**config.mk**
```make
export PLATFORM = sky130hd
export DESIGN_NAME = pid_heater_duty_controller_unit
export DESIGN_NICKNAME = d
export VERILOG_FILES = /design/src/hw/rtl/pid_hdc_pkg.sv /design/src/hw/rtl/pid_heater_duty_controller_unit.sv
export SDC_FILE = /design/constraint.sdc
export NUM_CORES = 2
export LEC_CHECK = 0
export BUFFER_PORTS_ARGS = -buffer_cell sky130_fd_sc_hd__buf_2
export CORE_MARGIN = 5
export CORE_UTILIZATION = 65
export DETAILED_ROUTE_END_ITERATION = 8
export GPL_ROUTABILITY_DRIVEN = 0
export PLACE_DENSITY = 0.82
export SETUP_SLACK_MARGIN = 0.4
export SLEW_MARGIN = 40
export SYNTH_ARGS = -nofsm -noshare
export SYNTH_HDL_FRONTEND = slang
export SYNTH_SLANG_ARGS = --single-unit
```
**constraint.sdc**
```tcl
create_clock -name clk -period 10 [get_ports clk]
set_clock_uncertainty 0.05 [all_clocks]
set_input_delay 1.5 -clock clk [delete_from_list [all_inputs] [get_ports clk]]
set_output_delay 1.5 -clock clk [all_outputs]
set_load 0.01 [all_outputs]
```
**src/hw/rtl/pid_hdc_pkg.sv**
```systemverilog
`timescale 1ns / 1ps
// ----------------------------------------------------------------------------
// pid_hdc_pkg - shared types and microcode for the PID heater duty controller
// Holds the control word layout, the step program and the register map.
// ----------------------------------------------------------------------------
package pid_hdc_pkg;

  // register map, index = paddr / 4
  localparam logic [2:0] REG_TARGET = 3'd0;
  localparam logic [2:0] REG_KP     = 3'd1;
  localparam logic [2:0] REG_KI     = 3'd2;
  localparam logic [2:0] REG_KD     = 3'd3;
  localparam logic [2:0] REG_IMAX   = 3'd4;
  localparam logic [2:0] REG_IMIN   = 3'd5;
  localparam logic [2:0] REG_SCALE  = 3'd6;

  // program addresses
  localparam logic [3:0] STEP_IDLE     = 4'd0;
  localparam logic [3:0] STEP_MUL_TEMP = 4'd1;
  localparam logic [3:0] STEP_TEMP     = 4'd2;
  localparam logic [3:0] STEP_ERR      = 4'd3;
  localparam logic [3:0] STEP_INT      = 4'd4;
  localparam logic [3:0] STEP_ACC_P    = 4'd5;
  localparam logic [3:0] STEP_ACC_I    = 4'd6;
  localparam logic [3:0] STEP_ACC_D    = 4'd7;
  localparam logic [3:0] STEP_EMIT     = 4'd8;

  typedef enum logic [1:0] {
    MUL_SCALE,
    MUL_KP,
    MUL_KI,
    MUL_KD
  } mul_sel_t;

  typedef enum logic [1:0] {
    ACC_HOLD,
    ACC_LOAD,
    ACC_ADD,
    ACC_SUB
  } acc_op_t;

  typedef enum logic [1:0] {
    COND_NONE,
    COND_IN,
    COND_OUT
  } cond_t;

  typedef struct packed {
    logic       take_in;
    mul_sel_t   mul_sel;
    logic       ld_temp;
    logic       ld_err;
    logic       ld_int;
    acc_op_t    acc_op;
    logic       emit;
    cond_t      cond;
    logic [3:0] nxt;
  } ctrl_t;

  function automatic ctrl_t ucode(input logic [3:0] step);
    ctrl_t w;
    w = '{take_in: 1'b0, mul_sel: MUL_SCALE, ld_temp: 1'b0, ld_err: 1'b0, ld_int: 1'b0,
          acc_op: ACC_HOLD, emit: 1'b0, cond: COND_NONE, nxt: STEP_IDLE};
    unique case (step)
      STEP_IDLE: begin
        w.take_in = 1'b1;
        w.cond    = COND_IN;
        w.nxt     = STEP_MUL_TEMP;
      end
      STEP_MUL_TEMP: begin
        w.mul_sel = MUL_SCALE;
        w.nxt     = STEP_TEMP;
      end
      STEP_TEMP: begin
        w.ld_temp = 1'b1;
        w.nxt     = STEP_ERR;
      end
      STEP_ERR: begin
        w.ld_err = 1'b1;
        w.nxt    = STEP_INT;
      end
      STEP_INT: begin
        w.ld_int  = 1'b1;
        w.mul_sel = MUL_KP;
        w.nxt     = STEP_ACC_P;
      end
      STEP_ACC_P: begin
        w.acc_op  = ACC_LOAD;
        w.mul_sel = MUL_KI;
        w.nxt     = STEP_ACC_I;
      end
      STEP_ACC_I: begin
        w.acc_op  = ACC_ADD;
        w.mul_sel = MUL_KD;
        w.nxt     = STEP_ACC_D;
      end
      STEP_ACC_D: begin
        w.acc_op = ACC_SUB;
        w.nxt    = STEP_EMIT;
      end
      STEP_EMIT: begin
        w.emit = 1'b1;
        w.cond = COND_OUT;
        w.nxt  = STEP_IDLE;
      end
      default: begin
        w.nxt = STEP_IDLE;
      end
    endcase
    return w;
  endfunction

endpackage

```
**src/hw/rtl/pid_heater_duty_controller_unit.sv**
```systemverilog
`timescale 1ns / 1ps
// ----------------------------------------------------------------------------
// pid_heater_duty_controller_unit - PID heater duty controller
// Scales a raw sensor word to Q8.8, runs a clamped-integral PID with derivative
// on measurement and delivers an inverted PWM duty with the temperature.
// ----------------------------------------------------------------------------
// Each sample takes one accept step and eight microcode steps that share a
// single 25x21 signed multiplier (sensor scaling, then Kp, Ki and Kd products
// accumulated in turn); the result is registered at the last step. A new
// sample is taken once the program is back at its idle step; the finished
// result sits in an output register, so the next sample may enter while it
// waits. The last step holds only when that register is still full.
module pid_heater_duty_controller_unit #(
  parameter int PERIOD = 1000
) (
  input  logic        clk,
  input  logic        rst_n,
  input  logic        cfg_psel,
  input  logic        cfg_penable,
  input  logic        cfg_pwrite,
  input  logic [4:0]  cfg_paddr,
  input  logic [31:0] cfg_pwdata,
  output logic [31:0] cfg_prdata,
  output logic        cfg_pready,
  input  logic        in_tvalid,
  output logic        in_tready,
  input  logic [15:0] in_tdata,   // [15:0] raw_reading
  output logic        out_tvalid,
  input  logic        out_tready,
  output logic [31:0] out_tdata   // [9:0] duty, [25:10] temperature, [31:26] zero
);

  localparam logic [15:0] PERIOD_W = 16'(PERIOD);
  localparam logic [29:0] PERIOD_Q = 30'(PERIOD);

  pid_hdc_pkg::ctrl_t ctrl;

  logic [3:0]         step_r, step_nxt;
  logic signed [15:0] target_r;
  logic [19:0]        kp_r, ki_r, kd_r;
  logic signed [23:0] imax_r, imin_r;
  logic [15:0]        scale_r;

  logic signed [11:0] count_r;
  logic signed [45:0] prod_r;
  logic signed [15:0] temp_r, prev_r;
  logic signed [16:0] err_r, dtemp_r;
  logic signed [23:0] int_r;
  logic signed [45:0] acc_r;
  logic               out_valid_r;
  logic [9:0]         out_duty_r;
  logic signed [15:0] out_temp_r;

  logic               cfg_wr;
  logic [2:0]         cfg_idx;
  logic               in_xfer, slot_free, go;
  logic signed [24:0] mul_a;
  logic signed [20:0] mul_b;
  logic signed [45:0] prod_nxt;
  logic               temp_fits;
  logic signed [15:0] temp_nxt;
  logic signed [16:0] temp_ext, target_ext, prev_ext, err_nxt, dtemp_nxt;
  logic signed [24:0] sum, int_ext, err_ext, imax_ext, imin_ext;
  logic signed [23:0] int_nxt;
  logic [29:0]        acc_q;
  logic [15:0]        drive, duty_full;

  assign ctrl = pid_hdc_pkg::ucode(step_r);

  // configuration port
  assign cfg_pready = 1'b1;
  assign cfg_idx    = cfg_paddr[4:2];
  assign cfg_wr     = cfg_psel && cfg_penable && cfg_pwrite && cfg_pready;

  always_ff @(posedge clk) begin
    if (!rst_n) begin
      target_r <= '0;
      kp_r     <= 20'd25600;
      ki_r     <= 20'd512;
      kd_r     <= 20'd2560;
      imax_r   <= 24'sd255744;
      imin_r   <= '0;
      scale_r  <= 16'd4116;
    end else if (cfg_wr) begin
      unique case (cfg_idx)
        pid_hdc_pkg::REG_TARGET: target_r <= cfg_pwdata[15:0];
        pid_hdc_pkg::REG_KP:     kp_r     <= cfg_pwdata[19:0];
        pid_hdc_pkg::REG_KI:     ki_r     <= cfg_pwdata[19:0];
        pid_hdc_pkg::REG_KD:     kd_r     <= cfg_pwdata[19:0];
        pid_hdc_pkg::REG_IMAX:   imax_r   <= cfg_pwdata[23:0];
        pid_hdc_pkg::REG_IMIN:   imin_r   <= cfg_pwdata[23:0];
        pid_hdc_pkg::REG_SCALE:  scale_r  <= cfg_pwdata[15:0];
        default: ;
      endcase
    end
  end

  always_comb begin
    unique case (cfg_idx)
      pid_hdc_pkg::REG_TARGET: cfg_prdata = {{16{target_r[15]}}, target_r};
      pid_hdc_pkg::REG_KP:     cfg_prdata = {12'd0, kp_r};
      pid_hdc_pkg::REG_KI:     cfg_prdata = {12'd0, ki_r};
      pid_hdc_pkg::REG_KD:     cfg_prdata = {12'd0, kd_r};
      pid_hdc_pkg::REG_IMAX:   cfg_prdata = {{8{imax_r[23]}}, imax_r};
      pid_hdc_pkg::REG_IMIN:   cfg_prdata = {{8{imin_r[23]}}, imin_r};
      pid_hdc_pkg::REG_SCALE:  cfg_prdata = {16'd0, scale_r};
      default:                 cfg_prdata = '0;
    endcase
  end

  // sequencer
  assign in_tready = ctrl.take_in;
  assign in_xfer   = in_tvalid && in_tready;
  assign slot_free = !out_valid_r || out_tready;

  always_comb begin
    unique case (ctrl.cond)
      pid_hdc_pkg::COND_IN:  go = in_xfer;
      pid_hdc_pkg::COND_OUT: go = slot_free;
      default:               go = 1'b1;
    endcase
    step_nxt = go ? ctrl.nxt : step_r;
  end

  always_ff @(posedge clk) begin
    if (!rst_n) begin
      step_r <= pid_hdc_pkg::STEP_IDLE;
    end else begin
      step_r <= step_nxt;
    end
  end

  // shared multiplier
  always_comb begin
    unique case (ctrl.mul_sel)
      pid_hdc_pkg::MUL_KP: begin
        mul_a = $signed({{8{err_r[16]}}, err_r});
        mul_b = $signed({1'b0, kp_r});
      end
      pid_hdc_pkg::MUL_KI: begin
        mul_a = $signed({int_r[23], int_r});
        mul_b = $signed({1'b0, ki_r});
      end
      pid_hdc_pkg::MUL_KD: begin
        mul_a = $signed({{8{dtemp_r[16]}}, dtemp_r});
        mul_b = $signed({1'b0, kd_r});
      end
      default: begin
        mul_a = $signed({{13{count_r[11]}}, count_r});
        mul_b = $signed({5'd0, scale_r});
      end
    endcase
  end

  assign prod_nxt = mul_a * mul_b;

  // temperature: floor(product / 256), saturated to Q8.8
  assign temp_fits = (&prod_r[45:23]) || !(|prod_r[45:23]);
  assign temp_nxt  = temp_fits ? $signed(prod_r[23:8]) :
                     (prod_r[45] ? 16'sh8000 : 16'sh7fff);

  assign temp_ext   = $signed({temp_r[15], temp_r});
  assign target_ext = $signed({target_r[15], target_r});
  assign prev_ext   = $signed({prev_r[15], prev_r});
  assign err_nxt    = target_ext - temp_ext;
  assign dtemp_nxt  = temp_ext - prev_ext;

  // integral with clamp, upper bound first
  assign int_ext  = $signed({int_r[23], int_r});
  assign err_ext  = $signed({{8{err_r[16]}}, err_r});
  assign imax_ext = $signed({imax_r[23], imax_r});
  assign imin_ext = $signed({imin_r[23], imin_r});
  assign sum      = int_ext + err_ext;

  always_comb begin
    priority if (sum > imax_ext) begin
      int_nxt = imax_r;
    end else if (sum < imin_ext) begin
      int_nxt = imin_r;
    end else begin
      int_nxt = sum[23:0];
    end
  end

  // drive: negative gives zero, otherwise clamp to PERIOD
  assign acc_q = acc_r[45:16];

  always_comb begin
    priority if (acc_r[45]) begin
      drive = '0;
    end else if (acc_q > PERIOD_Q) begin
      drive = PERIOD_W;
    end else begin
      drive = acc_q[15:0];
    end
    duty_full = PERIOD_W - drive;
    if (target_r[15] || target_r == 16'sd0) begin
      duty_full = PERIOD_W;
    end
  end

  // datapath registers
  always_ff @(posedge clk) begin
    prod_r <= prod_nxt;
    if (in_xfer) begin
      count_r <= $signed(in_tdata[15:4]);
    end
    if (ctrl.ld_temp) begin
      temp_r <= temp_nxt;
    end
    if (ctrl.ld_err) begin
      err_r   <= err_nxt;
      dtemp_r <= dtemp_nxt;
    end
    unique case (ctrl.acc_op)
      pid_hdc_pkg::ACC_LOAD: acc_r <= prod_r;
      pid_hdc_pkg::ACC_ADD:  acc_r <= acc_r + prod_r;
      pid_hdc_pkg::ACC_SUB:  acc_r <= acc_r - prod_r;
      default: ;
    endcase
    if (ctrl.emit && slot_free) begin
      out_duty_r <= duty_full[9:0];
      out_temp_r <= temp_r;
    end
  end

  // controller state
  always_ff @(posedge clk) begin
    if (!rst_n) begin
      int_r  <= '0;
      prev_r <= '0;
    end else begin
      if (ctrl.ld_int) begin
        int_r <= int_nxt;
      end
      if (ctrl.ld_err) begin
        prev_r <= temp_r;
      end
    end
  end

  always_ff @(posedge clk) begin
    if (!rst_n) begin
      out_valid_r <= 1'b0;
    end else if (ctrl.emit && slot_free) begin
      out_valid_r <= 1'b1;
    end else if (out_tready) begin
      out_valid_r <= 1'b0;
    end
  end

  assign out_tvalid = out_valid_r;
  assign out_tdata  = {6'd0, out_temp_r, out_duty_r};

  // checks
  a_start: assert property (@(posedge clk) disable iff (!rst_n)
    in_xfer |=> step_r == pid_hdc_pkg::STEP_MUL_TEMP)
    else $error("program did not start after input transfer");

  a_int_bounds: assert property (@(posedge clk) disable iff (!rst_n)
    ctrl.ld_int |=> (imin_r > imax_r) || (int_r <= imax_r && int_r >= imin_r))
    else $error("integral outside its bounds");

  a_out_src: assert property (@(posedge clk) disable iff (!rst_n)
    $rose(out_tvalid) |-> $past(step_r == pid_hdc_pkg::STEP_EMIT))
    else $error("result appeared outside the emit step");

  a_emit_hold: assert property (@(posedge clk) disable iff (!rst_n)
    (step_r == pid_hdc_pkg::STEP_EMIT && out_valid_r && !out_tready)
      |=> step_r == pid_hdc_pkg::STEP_EMIT)
    else $error("emit step left while output register full");

endmodule
```
==> results.txt <==
The flow ran to the end, and the final reports show no timing, DRC or antenna violations. Setup repair after global routing could not meet its margin everywhere. The number of buffer cells added on primary ports is around 110.

The count of max-cap constraint violations came out at 0. The arrival time of data at the critical path endpoint is a little under 10 ns. Post-CTS timing repair inserted 0 buffers for setup. TritonCTS built the clock tree. The endpoint identified for the worst register-to-register timing path is prod_r[40]. The number of antenna violations at the first check in global routing came to 6. The number of register bits inferred by synthesis is 365. The maximum clock insertion buffer count is 3. The number of iterations in the first detailed-routing pass came out at 6. The via count of the first global-routing pass is roughly 34,000.

The setup slack of the most critical reg-to-reg path came out at 0.68 ns. The slew at the pin closest to its max-slew limit came out at between 0.8 and 0.9 ns. The worst setup path is captured at a flip-flop. The data required time of the worst path came out at about 10 ns. The clock period minus final worst setup slack is 9.32 ns. The Yosys step of the flow raised 0 warnings. The max-slew violation count came out at 0.

The worst hold slack after final layout came out at 0.416 ns. The last element of the critical path is prod_r[40]. The average wire per cell in the routed design came out at 21.7 um.

The filler cell count in the final layout is 4,602. The final number of hold-violating endpoints came out at 0. The cell count after synthesis came out at between 4,000 and 5,000. The maximum fanout along the worst path is 35.

The total congestion overflow is 0. STA classifies the critical path startpoint as a flip-flop. The final cell utilization of the core came out at 0.705.

The period utilization is 0.932. The net count of the finished layout is ~5,500. Setup violations remaining at the end of the flow were counted as 0. The floorplan step defined a die boundary enclosing approximately 66,000 um2. The distinct cell type count of the synthesized netlist came out at 80. The later pin in the worst-skew pair is clocked with a latency of 0.56 ns. Across the whole layout, storage elements account for 8650 um2. The sequential share of the synthesized area came out at 0.218. Among all flip-flop cells after synthesis, the most frequent one is sky130_fd_sc_hd__dfxtp_1. The count of cell instances traversed by the critical path is 29. Clock-pin slew was measured on the worst setup and hold paths at 0.07 ns. The commonest cells after synthesis are 746 x sky130_fd_sc_hd__nand2_1, 633 x sky130_fd_sc_hd__inv_1, 500 x sky130_fd_sc_hd__fa_1, 496 x sky130_fd_sc_hd__nor2_1, 274 x sky130_fd_sc_hd__ha_1.

The count of nets left with antenna violations after detail routing came out at 0. The maximum clock frequency is between 100 and 150 MHz. In the routed layout, each cell is associated on average with a via count of ~6.2.

The first-iteration detailed-routing DRC count is 4,006. Yosys attributes the largest share of cell area to sky130_fd_sc_hd__fa_1 25%, sky130_fd_sc_hd__dfxtp_1 12%, sky130_fd_sc_hd__edfxtp_1 10%, sky130_fd_sc_hd__ha_1 8.6%, sky130_fd_sc_hd__nand2_1 7.1%. The number of enable-type register cells in the synthesized netlist came out at 134. The largest total area in the synthesized netlist belongs to sky130_fd_sc_hd__fa_1. Compared with the post-synthesis result, the final layout area differs by 7.21%. By instance count, the cell type seen most on the critical path is sky130_fd_sc_hd__fa_1. In the final layout, the multi-input gates occupy 28,100 um2. Once layout is done, the placed cells without fillers occupy 42,500 um2. The worst reg-to-reg path cell count is 29. The HPWL after detailed placement came out at 92,700 um.

The detailed-route DRC error count is 0. The largest net degree at the start of global routing is approximately 110. The post-synthesis area per instance came out at 8.59 um2.

In the post-synthesis netlist, the cell with the most instances is sky130_fd_sc_hd__nand2_1. After floorplanning, the core was divided into 90 placement rows. The initial cell density of the core came out at 0.657. The category of cells accounting for the largest share of critical-path delay is adder cells. Of the cells placed in the final design, the portion with a size suffix greater than 1 is 0.0754.

The deepest level of the CTS H-tree came out at 2. The count of vias placed by the detailed router came out at roughly 34,000. The chip width came out at about 260 um. 127 I/O pins were placed.

The instance area at placement is 41,200 um2. The async set or reset register ratio after synthesis came out at 0. The final layout contains routed wiring with a total length of 119,000 um. The first element of the critical path is step_r[2]. In this run the tightest slew margin relative to its limit is 0.433. Counting both buffers and inverters, the worst setup path holds a total of 5. The path type of the worst setup path is flip-flop to flip-flop. The root buffer cell chosen for the clock tree is sky130_fd_sc_hd__clkbuf_16.

The type of the worst min-delay path is flip-flop to flip-flop. The area of the core is 60,400 um2. The slowest stage of the critical path belongs to the cell sky130_fd_sc_hd__a221oi_1. In this design, the stage delay of the slowest critical-path cell is 0.53 ns. The share of synthesized area in the top cell type comes to 0.252.

CTS saw 365 sinks. Measured along the y axis, the die boundary spans ~260 um. The final-layout setup total negative slack is 0 ns.

The global-route wire length before repair is 185,000 um. In the global route stage, overall resource usage came out at 0.353. The number of buffers inserted during clock tree synthesis came out at 36. The area of the mapped netlist came out at around 40,000 um2.

The worst register-to-register path begins at step_r[2].
[through the flow]
step                      std cells  setup WS (ns)
after floorplan                4624           1.49
after global placement         5396          0.586
after detailed placement       5396          0.489
after CTS                      5460          0.480
after global routing           5462          0.387
final                          5463          0.677
[worst min-delay path by stage]
stage	start	end	slack [ns]	depth (start not counted)
final	prev_r[11]	prev_r[11]	0.42	2
after detailed placement	prev_r[4]	prev_r[4]	0.41	2
after floorplan	imax_r[21]	imax_r[21]	0.39	2
after CTS	prev_r[4]	prev_r[4]	0.42	2
after global routing	imax_r[21]	imax_r[21]	0.44	2
after global placement	prev_r[7]	prev_r[7]	0.40	2
[sequential cells by signal, summed over array words and instances, names as in the netlist, 17 cells and up]
name / flops
acc_r: 46
prod_r: 46
imax_r: 24
imin_r: 24
int_r: 24
kd_r: 20
ki_r: 20
kp_r: 20
dtemp_r: 17
err_r: 17
[cell usage in the layout, fill, tap and decap left out, drive strengths merged, types with 45 or more instances in the layout]
cell	n
a21boi	164
a21o	75
a21oi	189
buf	196
clkbuf	45
dfxtp	231
edfxtp	134
fa	500
ha	274
inv	636
nand2	747
nand2b	50
nand3	46
nor2	496
nor2b	49
o21ai	194
xnor2	103
xor2	70
[worst reg2reg max path, delay by kind of cell, from the launching register on]
family                     cells  cell delay (ns)
AOI/OAI and AO/OA             10             2.77
buffers and inverters          5             0.41
DFF                            1             0.45
xor gates and xnor gates       1             0.13
adders and majority gates      8             3.91
and+or+nand+nor                5             1.49
[timing repair]
item,CTS,global route
hold buffers,0,0
setup endpoints to repair,0,11
resized for setup,0,16
[routing by layer]
metal / GRT usage / share of wire
met5: 0 / 0.00047
met3: 0.0738 / 0.12
met1: 0.462 / 0.37
met4: 0.208 / 0.075
met2: 0.546 / 0.44
[final cells by class]
type | instances | share of cell area
Clock buffer | 44 | 0.0229
Sequential cell | 365 | 0.203
Inverter | 635 | 0.0560
Clock inverter | 20 | 0.00459
Tap cell | 782 | 0.0230
Antenna cell | 1 | 0.0000588
Timing Repair Buffer | 197 | 0.0298
Multi-Input combinational cell | 3419 | 0.660
[logic make-up (layout without fill, tap and decap cells)]
logic type | after synthesis | after routing | synth area share
AND/OR/NAND/NOR | 1550 | 1550 | 0.165
other | 2 | 8 | 0.000189
multiplexers | 42 | 42 | 0.0132
buffers and inverters | 840 | 896 | 0.0809
XOR/XNOR | 173 | 173 | 0.0382
flip-flops | 365 | 365 | 0.218
AO/OA/AOI/OAI | 873 | 873 | 0.146
adder cells (fa/ha/maj) | 774 | 774 | 0.339
Power is left out: the tool's default activity adds up to more than one toggle a clock period on the data nets, which glitch-free logic cannot reach.
